### src/rtl/alhi_ram.sv
module alhi_ram #(
  parameter int unsigned Width = 40,
  parameter int unsigned Depth = 64
) (
  input  logic                     clk,
  input  logic                     we,
  input  logic [$clog2(Depth)-1:0] waddr,
  input  logic [Width-1:0]         wdata,
  input  logic [$clog2(Depth)-1:0] raddr,
  output logic [Width-1:0]         rdata
);
  logic [Width-1:0] mem [Depth];

  always_ff @(posedge clk) begin
    if (we) begin
      mem[waddr] <= wdata;
    end
    rdata <= mem[raddr];
  end
endmodule

### config.mk
export PLATFORM = sky130hd
export DESIGN_NAME = alhi_ram
export DESIGN_NICKNAME = d
export VERILOG_FILES = /design/src/rtl/alhi_ram.sv
export SDC_FILE = /design/constraint.sdc
export NUM_CORES = 2
export LEC_CHECK = 0
export BUFFER_PORTS_ARGS = -buffer_cell sky130_fd_sc_hd__clkbuf_2
export CAP_MARGIN = 10
export CORE_MARGIN = 1.5
export CORE_UTILIZATION = 55
export CTS_BUF_LIST = sky130_fd_sc_hd__clkbuf_8
export CTS_CLUSTER_DIAMETER = 200
export CTS_CLUSTER_SIZE = 40
export DETAILED_ROUTE_END_ITERATION = 8
export PLACE_DENSITY = 0.74
export RECOVER_POWER = 25
export SYNTH_ARGS = -nofsm -noshare
export SYNTH_HDL_FRONTEND = slang
export SYNTH_SLANG_ARGS = --single-unit
### constraint.sdc
create_clock -name clk -period 11.36 [get_ports clk]
set_clock_uncertainty 0.2 [all_clocks]
set_input_delay 2.272 -clock clk [delete_from_list [all_inputs] [get_ports clk]]
set_output_delay 2.272 -clock clk [all_outputs]
set_load 0.005 [all_outputs]
==> impl_metrics.ini <==
[clocking]
cts_resized = 0
clk-insertion-delay-late_ns = 0.93
clk_pin_slew_ns = 0.21
cts_hold_buf = 0
htreeDepth = 3
tritoncts = done
cts_setup_buffers = 0
clk_path_buf_depth = 3
cts-root-buf = clkbuf_8
numCtsBuffers = 74
clock_sinks = 2600

[grt]
grt_pass1_wl_mm = 318.9
grtUsageTotal = 0.2485
use_met1 = 0.3486
use_met2 = 0.4109
grt_antenna_before_repair = 11
grtUsageMet3 = 0.03244
grt-busiest-layer = met2
grt_start_max_net_pins = 127
overflow = 0
grt_pass1_vias = 44530

[sta]
fmax_mhz = 184.0
period_minus_slack_ns = 5.436
max_slew_margin = -0.9339
hold_viol = 0
period_share = 0.4785
drv_slew = 1203
rsz0062_at_grt = no
tightest_slew_ns = 2.901
finalSetupViolCount = 0
setup_tns_ns = 0

[detailed_routing]
dr_total_vias = 44800
viasPerCell = 6.721
drt-initial-drc-count = 6221
totalWireLength_mm = 223.6
first_pass_iters = 6
ant_nets = 0
wl_per_cell_um = 33.54
drc = 0

[placed_design]
dpl_cell_area_mm2 = 0.1016
gp_congestion = 0.8085
dpl.hpwl_mm = 120.5
port_buffers = 93
dpl.cell_count = 6518

[layout]
fillers = 12310
fin_area_mm2 = 0.1029
syn_to_final_growth_pct = 5.206
fin_cells = 6666
nNetsFinal = 4320
drive_gt1_frac = 0.2326
final_common_cell = edfxtp_1
post-route-util = 0.5832
layout_common_cells = edfxtp_1 (2560), mux4_2 (608), o22ai_1 (143), mux2i_1 (113), buf_4 (107)

[yosys]
syn_inst = 4195
avgSynthCellArea_um2 = 23.32
ys_warn_count = 0
synthTopCellsByArea = edfxtp_1 (79%), mux4_2 (14%), mux2i_1 (1.2%)
synth_seq_cells = 2600
synth_top_area_cell = edfxtp_1
synth_top_area_frac = 0.7857
ys_seq_area_frac = 0.7939
yosysUniqueCellTypes = 36
synth_area_mm2 = 0.09784
synth_fp_nets = 4249

[setup_path]
critPathRequiredTime_ns = 12.03
path_max_fanout = 88
r2r_setup_slack_ns = 8.80
start_kind = input pin
end_kind = register
critPathKind = input pin to register
arrival_ns = 6.11

[floorplanning]
io_pins = 94
start_util = 0.5543
die_w_um = 424.8
die_area_mm2 = 0.1804
coreArea_mm2 = 0.1765
fp.dieH_um = 424.8
rows = 154

[hold_path]
min_path_type = register to register

[power_and_ir_drop]
p_per_area_mw_per_mm2 = 142.7
vdd_ir_drop_max_mv = 0.1430
power_mw = 14.69
power_leakage_nw = 30.95

[run]
maxCapViolations = 21

[status]
violations = max-capacitance violations, max-slew violations
status = finished with violations
synth_stat cells, drive strengths merged:
master	count
mux2i	113
or3b	2
o22ai	143
dfxtp	40
clkbuf	80
o22a	26
nand3	8
a21oi	68
buf	158
and2	4
mux4	608
nor2b	16
o221ai	42
or3	3
o21ai	22
nor4	34
a22o	16
nand4b	1
nand2b	13
nor2	97
nand2	19
or2	4
a221oi	34
and3	6
a211oi	6
nor3	3
mux2	38
nand4	2
nand3b	3
a22oi	18
edfxtp	2560
o21a	8
kinds of logic (layout without fill, tap and decap cells):
kind of cell | count (synthesis) | in the layout | synth area share
mux | 759 | 759 | 0.1559
simple gates | 215 | 215 | 0.01076
flops | 2600 | 2600 | 0.7939
other cells | 0 | 6 | 0
compound gates | 383 | 383 | 0.02677
buf+inv | 238 | 363 | 0.01266
layer usage:
layer | vias to the layer above | part of all wire
li1 | 17970 | -
met1 | 24120 | 0.38
met2 | 2394 | 0.50
met3 | 310 | 0.087
met4 | 8 | 0.039
met5 | - | 0.00025
final cells by class:
class                           count  area [um2]  area share
Tap cell                         2340        2928     0.02844
Clock inverter                     51       195.2    0.001896
Sequential cell                  2600       77670      0.7546
Multi-Input combinational cell   1357       19430      0.1888
Antenna cell                        6       15.01   0.0001459
Timing Repair Buffer              233        1597     0.01551
Clock buffer                       79        1087     0.01056
state kept, by name, indices dropped and copies added, names as in the netlist:
name,cells
mem,2560
rdata,40
through the flow:
stage	setup slack, ns	hold WS (ns)
after floorplan	5.166	0.5441
after global placement	4.678	0.6105
after detailed placement	4.826	0.6340
after CTS	5.841	0.6761
after global routing	5.725	0.7497
final	5.924	0.6881
final timing paths:
| check | to | depth (start not counted) | startpoint |
|---|---|---|---|
| worst max-delay path | rdata[11] | 7 | raddr[0] |
| worst min-delay path | rdata[0] | 4 | mem[60][0] |
| worst max register to register | rdata[21] | 4 | mem[30][21] |
| worst min register to register | rdata[0] | 4 | mem[60][0] |
worst max-delay path, cell delays in order:
cell and delay (ns):
buf_8 0.53, buf_12 0.59, buf_12 0.57, mux4_2 0.35
o22ai_1 0.08, nor4_1 1.06, o22a_1 0.27
power by group:
group	total, mW	switching [mW]	leakage [nW]	internal [mW]
Sequential	10.7	0.0390	23.4	10.6
Clock	3.15	2.50	0.835	0.658
Combinational	0.879	0.551	6.74	0.328
Note: power is estimated with default switching activity, not from simulation.
